File: src/design/lbn_pkg.sv
package lbn_pkg;
  localparam int MaxPortsDef = 8;

  typedef enum logic [2:0] {
    REQ_START = 3'd0, REQ_SEARCH = 3'd1, REQ_NEWPHASE = 3'd2, REQ_ACK = 3'd3,
    REQ_NACK = 3'd4, REQ_TERM = 3'd5, REQ_INFO = 3'd6, REQ_NONE = 3'd7
  } req_t;

  typedef enum logic [2:0] {
    MSG_SEARCH = 3'd0, MSG_NEWPHASE = 3'd1, MSG_ACK = 3'd2, MSG_NACK = 3'd3,
    MSG_TERM = 3'd4, MSG_INFO = 3'd5
  } msg_t;

  typedef enum logic [1:0] {
    ST_IDLE, ST_FAN, ST_DONE
  } state_t;

  // fan-out modes
  typedef enum logic [1:0] {
    FAN_ALL, FAN_SKIP_PARENT, FAN_CHILDREN
  } fan_t;

  typedef struct packed {
    logic load;
    logic step;
    logic emit;
    logic emit_status;
  } ctl_t;

  typedef struct packed {
    logic fan_any;
    logic fan_valid;
    logic fan_last;
    logic single;
  } sts_t;
endpackage

File: src/design/lbn_datapath.sv
module lbn_datapath
  import lbn_pkg::*;
#(
  parameter int MAX_PORTS = MaxPortsDef
) (
  input  logic        clk,
  input  logic        rst_n,
  input  logic [15:0] node_uid,
  input  logic        is_root,
  input  logic [3:0]  nb_count,
  input  logic [2:0]  in_req_type,
  input  logic [2:0]  in_src_port,
  input  logic [7:0]  in_msg_layer,
  input  logic        in_msg_discovered,
  input  logic [3:0]  in_msg_degree,
  input  ctl_t        ctl,
  output sts_t        sts,
  output logic        out_strobe,
  output logic        out_has_message,
  output logic [2:0]  out_out_type,
  output logic [2:0]  out_dst_port,
  output logic [15:0] out_sender_uid,
  output logic [7:0]  out_out_layer,
  output logic        out_out_discovered,
  output logic [3:0]  out_out_degree,
  output logic        out_finished,
  output logic        out_last
);
  localparam int CapPorts = (MAX_PORTS < 8) ? MAX_PORTS : 8;

  logic        marked_r, found_r, done_r;
  logic [7:0]  tlayer_r, player_r;
  logic [2:0]  parent_r;
  logic [3:0]  ccount_r, outst_r, maxdeg_r;
  logic [2:0]  clist_r [8];

  // pending fan-out
  fan_t        fmode_r;
  msg_t        ftype_r;
  logic [7:0]  flayer_r;
  logic [3:0]  fidx_r, fend_r;
  logic [2:0]  fskip_r;
  // pending single message
  logic        s_has_r;
  msg_t        s_type_r;
  logic [2:0]  s_dst_r;
  logic [7:0]  s_layer_r;
  logic        s_disc_r;
  logic [3:0]  s_deg_r;

  logic [3:0] np;
  always_comb begin
    np = (nb_count > 4'(CapPorts)) ? 4'(CapPorts) : nb_count;
  end

  // skip index when excluding parent
  logic [3:0] fidx_eff;
  logic       fan_valid;
  always_comb begin
    fidx_eff = fidx_r;
    if (fmode_r == FAN_SKIP_PARENT && fidx_r == {1'b0, fskip_r}) fidx_eff = fidx_r + 4'd1;
    fan_valid = fidx_eff < fend_r;
  end
  logic [3:0] fidx_next;
  logic       fan_last;
  always_comb begin
    fidx_next = fidx_eff + 4'd1;
    if (fmode_r == FAN_SKIP_PARENT && fidx_next == {1'b0, fskip_r}) fidx_next = fidx_next + 4'd1;
    fan_last = fidx_next >= fend_r;
  end

  assign sts.fan_any   = fan_valid;
  assign sts.fan_valid = fan_valid;
  assign sts.fan_last  = fan_last;
  assign sts.single    = s_has_r;

  // decode of an item, on the load strobe
  always_ff @(posedge clk) begin
    if (!rst_n) begin
      marked_r <= 1'b0; found_r <= 1'b0; done_r <= 1'b0;
      tlayer_r <= '0; player_r <= '0; parent_r <= '0;
      ccount_r <= '0; outst_r <= '0; maxdeg_r <= '0;
      fidx_r <= '0; fend_r <= '0; s_has_r <= 1'b0;
      fmode_r <= FAN_ALL; ftype_r <= MSG_SEARCH; flayer_r <= '0; fskip_r <= '0;
      s_type_r <= MSG_NACK; s_dst_r <= '0; s_layer_r <= '0; s_disc_r <= 1'b0;
      s_deg_r <= '0;
    end else if (ctl.load) begin
      logic [3:0] o;
      logic [3:0] cc;
      logic       fn;
      logic [3:0] md, nd;
      fidx_r <= '0; fend_r <= '0; s_has_r <= 1'b0;
      fmode_r <= FAN_ALL; fskip_r <= parent_r;
      s_disc_r <= 1'b0; s_deg_r <= '0;
      o = outst_r; cc = ccount_r; fn = found_r; md = maxdeg_r;
      unique case (req_t'(in_req_type))
        REQ_START: if (is_root) begin
          marked_r <= 1'b1; tlayer_r <= '0; player_r <= 8'd1;
          ccount_r <= '0; maxdeg_r <= '0; done_r <= (np == 4'd0); found_r <= 1'b0;
          ftype_r <= MSG_SEARCH; flayer_r <= 8'd1; fend_r <= np; outst_r <= np;
        end
        REQ_SEARCH: begin
          s_has_r <= 1'b1; s_dst_r <= in_src_port; s_layer_r <= in_msg_layer;
          if (marked_r) s_type_r <= MSG_NACK;
          else begin
            marked_r <= 1'b1; parent_r <= in_src_port; tlayer_r <= in_msg_layer;
            found_r <= 1'b1; s_type_r <= MSG_ACK; s_disc_r <= 1'b1;
          end
        end
        REQ_NEWPHASE: begin
          found_r <= 1'b0; player_r <= in_msg_layer;
          if ({1'b0, in_msg_layer} == {1'b0, tlayer_r} + 9'd1) begin
            logic [3:0] cnt;
            cnt = np - ((parent_r < np[2:0] || np == 4'd8) ? 4'd1 : 4'd0);
            if ({1'b0, parent_r} >= np) cnt = np;
            ftype_r <= MSG_SEARCH; flayer_r <= in_msg_layer; fend_r <= np;
            fmode_r <= FAN_SKIP_PARENT; outst_r <= cnt;
            if (cnt == 4'd0) begin
              if (is_root) begin
                ftype_r <= MSG_TERM; flayer_r <= in_msg_layer; fend_r <= ccount_r;
                fmode_r <= FAN_CHILDREN; outst_r <= ccount_r;
                if (ccount_r == 4'd0) done_r <= 1'b1;
              end else begin
                s_has_r <= 1'b1; s_type_r <= MSG_NACK; s_dst_r <= parent_r;
                s_layer_r <= in_msg_layer; s_disc_r <= 1'b0;
              end
            end
          end else if (ccount_r == 4'd0) begin
            outst_r <= '0;
            s_has_r <= 1'b1; s_type_r <= MSG_NACK; s_dst_r <= in_src_port;
            s_layer_r <= in_msg_layer;
          end else begin
            ftype_r <= MSG_NEWPHASE; flayer_r <= in_msg_layer; fend_r <= ccount_r;
            fmode_r <= FAN_CHILDREN; outst_r <= ccount_r;
          end
        end
        REQ_ACK, REQ_NACK: if (outst_r != 4'd0) begin
          o = outst_r - 4'd1;
          outst_r <= o;
          if (in_req_type == REQ_ACK && cc < np) begin
            clist_r[cc[2:0]] <= in_src_port;
            cc = cc + 4'd1;
            ccount_r <= cc;
          end
          if (in_msg_discovered) fn = 1'b1;
          found_r <= fn;
          if (o == 4'd0) begin
            if (is_root) begin
              if (fn && player_r < 8'd255 && np != 4'd0) begin
                player_r <= player_r + 8'd1; found_r <= 1'b0;
                ftype_r <= MSG_NEWPHASE; flayer_r <= player_r + 8'd1;
                fend_r <= np; outst_r <= np;
              end else begin
                ftype_r <= MSG_TERM; flayer_r <= player_r; fend_r <= cc;
                fmode_r <= FAN_CHILDREN; outst_r <= cc;
                if (cc == 4'd0) done_r <= 1'b1;
              end
            end else begin
              s_has_r <= 1'b1; s_type_r <= MSG_NACK; s_dst_r <= parent_r;
              s_layer_r <= in_msg_layer; s_disc_r <= fn;
            end
          end
        end
        REQ_TERM: begin
          if (ccount_r != 4'd0) begin
            ftype_r <= MSG_TERM; flayer_r <= in_msg_layer; fend_r <= ccount_r;
            fmode_r <= FAN_CHILDREN; outst_r <= ccount_r;
          end else begin
            outst_r <= '0;
            s_has_r <= 1'b1; s_type_r <= MSG_INFO; s_dst_r <= in_src_port;
            s_layer_r <= in_msg_layer; s_deg_r <= 4'd1; done_r <= 1'b1;
          end
        end
        REQ_INFO: if (outst_r != 4'd0) begin
          o = outst_r - 4'd1;
          outst_r <= o;
          if (in_msg_degree > md) md = in_msg_degree;
          maxdeg_r <= md;
          if (o == 4'd0) begin
            nd = ccount_r + 4'd1;
            done_r <= 1'b1;
            if (!is_root) begin
              s_has_r <= 1'b1; s_type_r <= MSG_INFO; s_dst_r <= parent_r;
              s_layer_r <= in_msg_layer; s_deg_r <= (nd > md) ? nd : md;
            end
          end
        end
        default: ;
      endcase
    end else if (ctl.step) begin
      if (s_has_r) s_has_r <= 1'b0;
      else fidx_r <= fidx_next;
    end
  end

  // ---- output register ----
  logic [2:0] fan_dst;
  always_comb begin
    fan_dst = (fmode_r == FAN_CHILDREN) ? clist_r[fidx_eff[2:0]] : fidx_eff[2:0];
  end

  always_ff @(posedge clk) begin
    if (!rst_n) begin
      out_strobe <= 1'b0;
    end else begin
      out_strobe <= ctl.emit | ctl.emit_status;
    end
  end

  always_ff @(posedge clk) begin
    out_finished <= done_r;
    if (ctl.emit_status) begin
      out_has_message <= 1'b0; out_out_type <= '0; out_dst_port <= '0;
      out_sender_uid <= '0; out_out_layer <= '0; out_out_discovered <= 1'b0;
      out_out_degree <= '0; out_last <= 1'b1;
    end else if (s_has_r) begin
      out_has_message <= 1'b1; out_out_type <= s_type_r; out_dst_port <= s_dst_r;
      out_sender_uid <= node_uid;
      out_out_layer <= s_layer_r; out_out_discovered <= s_disc_r;
      out_out_degree <= s_deg_r; out_last <= 1'b1;
    end else begin
      out_has_message <= 1'b1; out_out_type <= ftype_r; out_dst_port <= fan_dst;
      out_sender_uid <= node_uid;
      out_out_layer <= flayer_r; out_out_discovered <= 1'b0;
      out_out_degree <= '0; out_last <= fan_last;
    end
  end
endmodule

File: src/design/lbn_ctrl.sv
module lbn_ctrl
  import lbn_pkg::*;
(
  input  logic clk,
  input  logic rst_n,
  input  logic start,
  output logic busy,
  input  sts_t sts,
  output ctl_t ctl
);
  state_t state_r, state_nxt;

  always_ff @(posedge clk) begin
    if (!rst_n) state_r <= ST_IDLE;
    else state_r <= state_nxt;
  end

  always_comb begin
    state_nxt = state_r;
    ctl = '0;
    busy = (state_r != ST_IDLE);
    unique case (state_r)
      ST_IDLE: if (start) begin
        ctl.load = 1'b1;
        state_nxt = ST_FAN;
      end
      ST_FAN: begin
        if (sts.single) begin
          ctl.emit = 1'b1; ctl.step = 1'b1; state_nxt = ST_DONE;
        end else if (sts.fan_valid) begin
          ctl.emit = 1'b1; ctl.step = 1'b1;
          if (sts.fan_last) state_nxt = ST_DONE;
        end else begin
          ctl.emit_status = 1'b1; state_nxt = ST_DONE;
        end
      end
      ST_DONE: state_nxt = ST_IDLE;
      default: state_nxt = ST_IDLE;
    endcase
  end
endmodule

File: src/design/layered_bfs_node_controller_top.sv
// One node of a layered BFS spanning-tree protocol. Pulse start with a
// received message while busy is low; the node then drives its outgoing
// messages, one per cycle on out_strobe, with out_last on the final one.
// The receiver cannot stall, so every beat must be taken when strobed.
// A message is decoded first, then its results (one to eight, from the
// datapath's port fan-out) are driven, then the controller passes a settle
// state before busy drops, so a new message is taken only after the last.
module layered_bfs_node_controller_top
  import lbn_pkg::*;
#(
  parameter int MAX_PORTS = MaxPortsDef
) (
  input  logic        clk,
  input  logic        rst_n,
  input  logic        cfg_we,
  input  logic [1:0]  cfg_index,
  input  logic [15:0] cfg_data,
  input  logic        start,
  output logic        busy,
  input  logic [2:0]  in_req_type,
  input  logic [2:0]  in_src_port,
  input  logic [7:0]  in_msg_layer,
  input  logic        in_msg_discovered,
  input  logic [3:0]  in_msg_degree,
  output logic        out_strobe,
  output logic        out_has_message,
  output logic [2:0]  out_out_type,
  output logic [2:0]  out_dst_port,
  output logic [15:0] out_sender_uid,
  output logic [7:0]  out_out_layer,
  output logic        out_out_discovered,
  output logic [3:0]  out_out_degree,
  output logic        out_finished,
  output logic        out_last
);
  logic [15:0] uid_r;
  logic        root_r;
  logic [3:0]  nbc_r;
  ctl_t        ctl;
  sts_t        sts;

  always_ff @(posedge clk) begin
    if (!rst_n) begin
      uid_r <= '0; root_r <= 1'b0; nbc_r <= 4'd1;
    end else if (cfg_we) begin
      unique case (cfg_index)
        2'd0: uid_r <= cfg_data;
        2'd1: root_r <= cfg_data[0];
        2'd2: nbc_r <= cfg_data[3:0];
        default: ;
      endcase
    end
  end

  lbn_ctrl u_ctrl (
    .clk(clk), .rst_n(rst_n), .start(start), .busy(busy), .sts(sts), .ctl(ctl)
  );

  lbn_datapath #(.MAX_PORTS(MAX_PORTS)) u_dp (
    .clk(clk), .rst_n(rst_n), .node_uid(uid_r), .is_root(root_r), .nb_count(nbc_r),
    .in_req_type(in_req_type), .in_src_port(in_src_port), .in_msg_layer(in_msg_layer),
    .in_msg_discovered(in_msg_discovered), .in_msg_degree(in_msg_degree),
    .ctl(ctl), .sts(sts), .out_strobe(out_strobe), .out_has_message(out_has_message),
    .out_out_type(out_out_type), .out_dst_port(out_dst_port),
    .out_sender_uid(out_sender_uid), .out_out_layer(out_out_layer),
    .out_out_discovered(out_out_discovered), .out_out_degree(out_out_degree),
    .out_finished(out_finished), .out_last(out_last)
  );
endmodule

File: config.mk
export PLATFORM = sky130hd
export DESIGN_NAME = layered_bfs_node_controller_top
export DESIGN_NICKNAME = d
export VERILOG_FILES = /design/src/design/lbn_pkg.sv /design/src/design/lbn_datapath.sv /design/src/design/lbn_ctrl.sv /design/src/design/layered_bfs_node_controller_top.sv
export SDC_FILE = /design/constraint.sdc
export NUM_CORES = 1
export LEC_CHECK = 0
export ABC_AREA = 1
export BUFFER_PORTS_ARGS = -buffer_cell sky130_fd_sc_hd__buf_2
export CAP_MARGIN = 20
export CORE_AREA = 2 2 134 136
export DETAILED_ROUTE_END_ITERATION = 12
export DIE_AREA = 0 0 136 138
export PLACE_DENSITY = 0.85
export SETUP_SLACK_MARGIN = 0.02
export SLEW_MARGIN = 20
export SYNTH_ARGS = -nofsm -noshare
export SYNTH_HDL_FRONTEND = slang
export SYNTH_SLANG_ARGS = --single-unit
File: constraint.sdc
create_clock -name clk -period 8.31 [get_ports clk]
set_clock_uncertainty 0.2 [all_clocks]
set_input_delay 0.831 -clock clk [delete_from_list [all_inputs] [get_ports clk]]
set_output_delay 0.831 -clock clk [all_outputs]
set_load 0.03 [all_outputs]
=== Word level (Yosys, flattened, before mapping) ===
Memory sizes are Yosys's and may differ from the RTL's.
Cells that the tools add are included.
W data, S select, Z words.

* Bitwise gates (word level): 4
* Multipliers: 0
* Shift-type cells: 0
* Muxes and demuxes: 177
* Order comparisons: 9
* Reduce and logical (&&, ||, !) cells: 50
* $add $sub $neg: 8
* Div/mod/pow operators: 0
* Equal/unequal tests: 38

{| class="wikitable"
|+ Operators by type and width
! cell !! count
|-
| $mux W4 || 42
|-
| $mux W8 || 18
|-
| $mux W3 || 31
|-
| $pmux W8 S4 || 2
|-
| $mux W1 || 52
|-
| $mux W2 || 15
|-
| $pmux W3 S4 || 2
|-
| $pmux W4 S2 || 3
|-
| $pmux W8 S3 || 1
|-
| $reduce_bool A4 Y1 || 6
|-
| $ne A2 B1 Y1 const B || 11
|-
| $logic_not A4 Y1 || 5
|-
| $pmux W4 S5 || 1
|-
| $add A4 B1 Y4 const B || 4
|-
| $ne A2 B2 Y1 const B || 8
|-
| $pmux W4 S4 || 1
|-
| $pmux W8 S2 || 1
|-
| $pmux W3 S5 || 1
|-
| $reduce_and A15 Y1 || 1
|-
| $reduce_and A4 Y1 || 3
|-
| $reduce_and A10 Y1 || 1
|-
| $reduce_and A2 Y1 || 5
|-
| $reduce_and A5 Y1 || 2
|-
| $reduce_bool A2 Y1 || 5
|-
| other kinds (42) || 65
|}

* Logic and storage cells: 322
* Bits in writable memories: 24
* Memories: 1
* Output and inout port bits: 40
* Bits in latches: 0
* Register bits after elaboration: 140
* Bits in read-only memories: 0

{| class="wikitable"
|+ Memory list
! memory !! words !! width !! read ports !! clocked after memory_dff !! wr ports !! RTL line !! source
|-
| u_dp.clist_r || 8 || 3 || 1 || 0 || 1 || lbn_datapath.sv:35 || <nowiki>logic [2:0] clist_r [8];</nowiki>
|}

=== Logic depth before layout (Yosys ltp) ===
* Depth after elaboration: 16
* Gate-level depth with buffers: 27
* Depth with buffers taken out: 26

=== Hierarchy ===
From an unflattened synthesis, not the netlist that was laid out.

* Cell total of the unflattened synthesis: 1375
* Area total of the unflattened synthesis: 9311.4 sq um

{| class="wikitable"
|+ Modules (own cells, without submodules)
! module !! area each (sq um) !! instances !! cells an instance !! seq. area each (sq um)
|-
| lbn_datapath || 8236.6 || 1 || 1218 || 3042.9
|-
| layered_bfs_node_controller_top || 942.2 || 1 || 138 || 420.4
|-
| lbn_ctrl || 132.6 || 1 || 19 || 40.0
|}

=== Worst setup path before layout ===
No wires, ideal clock.

* Kind: register -> register
* Start point: register u_dp.fidx_r[2]
* End point: register u_ctrl.state_r[1]
* Arrival time: 3.191 ns
* Slack: 4.811 ns
* Cell stages (with the launch flop): 20
* Required time: 8.001 ns
* Period minus slack after synthesis: 3.499 ns
* Cells stage by stage: dfxtp_1 > xor2_1 > nor2_1 > nand2_1 > o21ai_0 > buf_2 > ha_1 > xor2_1 > nor3_1 > nand4_1 > and2_1 > ha_1 > inv_1 > a21boi_0 > o21ai_0 > nand2_1 > a21oi_1 > nand2_1 > nand2_1 > inv_1

* Word-level cells in the longest chain between the ends: 10

{| class="wikitable"
|+ Ends and longest elaborated chain
! element !! RTL line !! source
|-
| start: declaration || lbn_datapath.sv:41 || <nowiki>logic [3:0] fidx_r, fend_r;</nowiki>
|-
| start signal: assignment || lbn_datapath.sv:192 || <nowiki>else fidx_r <= fidx_next;</nowiki>
|-
| branches (longest 2 deep; another with $add A4 B1 Y4) || - ||
|-
| $mux W4 (*) || lbn_datapath.sv:61 || <nowiki>if (fmode_r == FAN_SKIP_PARENT && fidx_r == {1'b0, fskip_r}) fidx_eff = fidx_r + 4'd1;</nowiki>
|-
| branches (longest 7 deep; another with $add A4 B1 Y4) || - ||
|-
| end signal: assignment || lbn_ctrl.sv:15 || <nowiki>else state_r <= state_nxt;</nowiki>
|-
| end: declaration || lbn_ctrl.sv:11 || <nowiki>state_t state_r, state_nxt;</nowiki>
|}

Every way passes the cells marked *.
A chain may end at the register's enable or synchronous reset.

=== Final worst setup path ===
* Start point: register u_dp.fmode_r[0]
* End point: register u_ctrl.state_r[0]

* Word-level cells in the longest chain between the ends: 10

{| class="wikitable"
|+ Ends and longest elaborated chain
! element !! RTL line !! source
|-
| start: declaration || lbn_datapath.sv:38 || <nowiki>fan_t fmode_r;</nowiki>
|-
| start signal: assignment || lbn_datapath.sv:84 || <nowiki>fmode_r <= FAN_ALL; ftype_r <= MSG_SEARCH; flayer_r <= '0; fskip_r <= '0;</nowiki>
|-
| start signal: assignment || lbn_datapath.sv:93 || <nowiki>fmode_r <= FAN_ALL; fskip_r <= parent_r;</nowiki>
|-
| start signal: assignment || lbn_datapath.sv:117 || <nowiki>fmode_r <= FAN_SKIP_PARENT; outst_r <= cnt;</nowiki>
|-
| $eq A2 B1 Y1 (*) || lbn_datapath.sv:61, lbn_datapath.sv:68 ||
|-
| branches (longest 9 deep; another with $add A4 B1 Y4) || - ||
|}

Marks and branches as above.

==> flow_summary.json <==
{
  "dp_cells": 1634,
  "clk_path_buf_depth": 2,
  "reg2reg_from": "u_dp.fmode_r[0]",
  "critical_path_buf_inv_count": 2,
  "dr.first_iter.drc_count": 968,
  "grt_pass1_vias": 8544,
  "design_area_mm2": 0.01038,
  "yosys-top-cells-area": "dfxtp_1 (30%), nand2_1 (14%), edfxtp_1 (7.8%)",
  "initial_core_util_pct": 52.73,
  "layout.nets": 1497,
  "clk_pin_slew_worst_paths_ns": 0.07,
  "worstPathRequired_ns": 8.47,
  "synth-edff-count": 24,
  "yosysTopAreaCellShare_pct": 30.10,
  "mostFrequentLayoutCells": "nand2_1 (352), inv_1 (175), nor2_1 (148)",
  "h-tree-depth": 4,
  "finalNonFillerCells": 1666,
  "vdd_ir_drop_max_mv": 0.1593,
  "hold_start": "u_dp.done_r",
  "portBuffers": 80,
  "wirelength_um": 25940,
  "synth_fp_nets": 1437,
  "post_dp_cell_area_mm2": 0.009752,
  "drt_pre_antenna_iters": 6,
  "hold_violations": 0,
  "yosysSeqAreaShare_pct": 37.89,
  "synth_ff_type": "dfxtp_1",
  "switchingPower_uw": 621.6,
  "fmax_mhz": 235.5,
  "whs_ns": 0.1619,
  "die_w_um": 136,
  "period_needed_ns": 4.247,
  "endpoint_kind": "register",
  "worstPathCellList": "nand2_1 > nor3_2 > nand2_1 > nand2_1 > nand2_2 > inv_1 > ha_1 > xor2_1 > nor3_1 > nand4_1 > and2_1 > ha_1 > inv_1 > a21boi_0 > o21ai_0 > nand2_1 > a21oi_1 > nand2_1 > a21oi_1",
  "drive_gt1_share_pct": 11.20,
  "n_antenna_cell": 0,
  "die_h_um": 138,
  "post_cts_buffers": 0,
  "rsz0062_at_grt": "false",
  "detail-route-antenna-nets": 0,
  "p_leak_nw": 4.765,
  "layout_commonest_cell": "nand2_1",
  "yosysWarnings": 0,
  "ys_types": 47,
  "holdPathStages": 0,
  "area_delta_synth_final_pct": 12.30,
  "tns_ns": 0,
  "netlist_instances": 1364,
  "post-route-util_pct": 59.21,
  "cts-root-buf": "clkbuf_16",
  "finalMaxSlewViolations": 0,
  "num_vias": 9265,
  "gp_congestion": 0.9770,
  "whs_endpoint": "u_dp.out_finished",
  "routedWlPerCell_um": 15.57,
  "hold_buffers": 0,
  "synth-async-reset-ratio_pct": 0,
  "pwr-share-clk_pct": 41.3,
  "hp-class": "reg2reg",
  "internal_power_mw": 1.363,
  "worstMarginPinSlew_ns": 1.009,
  "critPathLaunchType": "register",
  "cap_violations": 0,
  "finalPower_mw": 1.985,
  "grt_max_degree": 54,
  "worstSkewPairLatency_ns": 0.45,
  "cts_sinks": 163,
  "setup_ws_ns": 4.063,
  "cpMostUsedCell": "nand2_1",
  "ys_ff_latch": 163,
  "synth_top_area_cell": "dfxtp_1",
  "power_frac_comb_pct": 15.9,
  "die_area_mm2": 0.01877,
  "seqPwrFrac_pct": 42.8,
  "worstSetupPathType": "reg2reg",
  "slowest_stage": "nor3_1",
  "reg2reg_depth": 19,
  "grt_usage_pct": 27.74,
  "cp_top_family": "simple AND/OR/NAND/NOR gates",
  "synth_area_mm2": 0.009245,
  "r2r_slack_ns": 4.06,
  "hpwlAfterDp_um": 18950,
  "fp-row-count": 49,
  "slew_headroom_pct": 32.50,
  "dp_slack_ns": 3.894,
  "grt_first_pass_wirelength_um": 41680,
  "setup_viol_count_final": 0,
  "powerDensity_mw_per_mm2": 191.2,
  "slowest_delay_ns": 0.45,
  "r2r-end": "u_ctrl.state_r[0]",
  "viasPerCell": 5.561,
  "antenna_found_initial": 0,
  "cp.arrival_ns": 4.41,
  "cts_tree": "built",
  "period_share_pct": 51.11,
  "status": "complete, no violations",
  "coreArea_mm2": 0.01753,
  "switching_share_pct": 31.32,
  "cts_resized": 0,
  "critPathMaxFanout": 15,
  "ios": 81,
  "route.detailed.drc": 0,
  "gr-total-overflow": 0,
  "syn_area_per_cell_um2": 6.778,
  "cts_buffers": 17
}
==> flip-flops by register name, summed over array words and instances (netlist names), 3 cells and up <==
register             cells
u_dp.ccount_r            4
u_dp.out_out_degree      4
u_dp.fend_r              4
u_dp.s_layer_r           8
u_dp.tlayer_r            8
u_dp.out_dst_port        3
u_dp.s_dst_r             3
u_dp.outst_r             4
u_dp.parent_r            3
u_dp.s_deg_r             4
u_dp.clist_r            24
u_dp.flayer_r            8
u_dp.out_out_type        3
uid_r                   16
u_dp.maxdeg_r            4
nbc_r                    4
u_dp.out_out_layer       8
u_dp.fskip_r             3
u_dp.s_type_r            3
u_dp.player_r            8
u_dp.out_sender_uid     16
u_dp.fidx_r              4
==> power groups by stage <==
stage          sequential, mW  clock, mW  combinational, mW
2_1_floorplan           0.883          0              0.206
6_report                0.849      0.821              0.316
5_1_grt                 0.852      0.859              0.352
3_5_place_dp            0.866          0              0.306
3_3_place_gp            0.865          0              0.300
4_1_cts                 0.848      0.827              0.308
==> how the worst max path moves through the flow <==
stage	slack, ns	depth (start not counted)	end	startpoint
after floorplan	4.81	19	u_ctrl.state_r[1]	u_dp.fidx_r[2]
after global placement	4.14	8	u_dp.clist_r[6][0]	rst_n
after detailed placement	3.89	8	u_dp.clist_r[6][1]	rst_n
after CTS	4.14	19	u_ctrl.state_r[0]	u_dp.fmode_r[0]
after global routing	3.67	20	u_ctrl.state_r[1]	u_dp.fidx_r[1]
final	4.06	19	u_ctrl.state_r[0]	u_dp.fmode_r[0]
==> worst reg2reg max path, delay by kind of cell (launching register included) <==
family          cells  cell delay (ns)
simple gates       10             1.88
fa+ha+maj           2             0.61
compound gates      4             0.55
flops               1             0.39
buf+inv             2             0.39
xor+xnor            1             0.15
==> cell families after synthesis <==
kind of cell	after synthesis	synth area share [%]
simple gates	676	31.64
compound gates	248	14.95
buf+inv	232	9.947
flops	163	37.89
fa+ha+maj	32	4.331
xor+xnor	13	1.232
==> layer usage <==
| layer | global-route usage (%) | up-vias | part of all wire [%] |
|---|---|---|---|
| li1 | - | 4550 | - |
| met1 | 36.93 | 4109 | 43 |
| met2 | 44.12 | 519 | 44 |
| met3 | 5.207 | 87 | 9.3 |
| met4 | 11.57 | 0 | 3.6 |
| met5 | 0 | - | 0 |
==> area by class of cell <==
class                           instances  area (µm²)
Clock buffer                           17       425.4
Clock inverter                         15       205.2
Fill cell                            1604        7152
Inverter                              189       709.4
Multi-Input combinational cell        969        4822
Sequential cell                       163        3503
Tap cell                              229       286.5
Timing Repair Buffer                   84       430.4
==> synthesized netlist by cell type (4+ instances only) <==
master,instances
o2111ai_1,5
edfxtp_1,24
buf_6,4
ha_1,32
a211oi_1,9
or2_0,8
nor3_1,10
nor2_1,148
nand2_1,352
xor2_1,10
clkinv_1,4
nand3_1,103
buf_2,12
nand4_1,21
clkbuf_1,25
o21ai_0,94
nor2_2,8
a21oi_1,99
o21ai_1,10
dfxtp_1,139
o22ai_1,4
o211ai_1,7
inv_1,175
nand2_2,7
inv_2,10
a31oi_1,4
nand3_2,4
(Power assumes the default switching activity.)
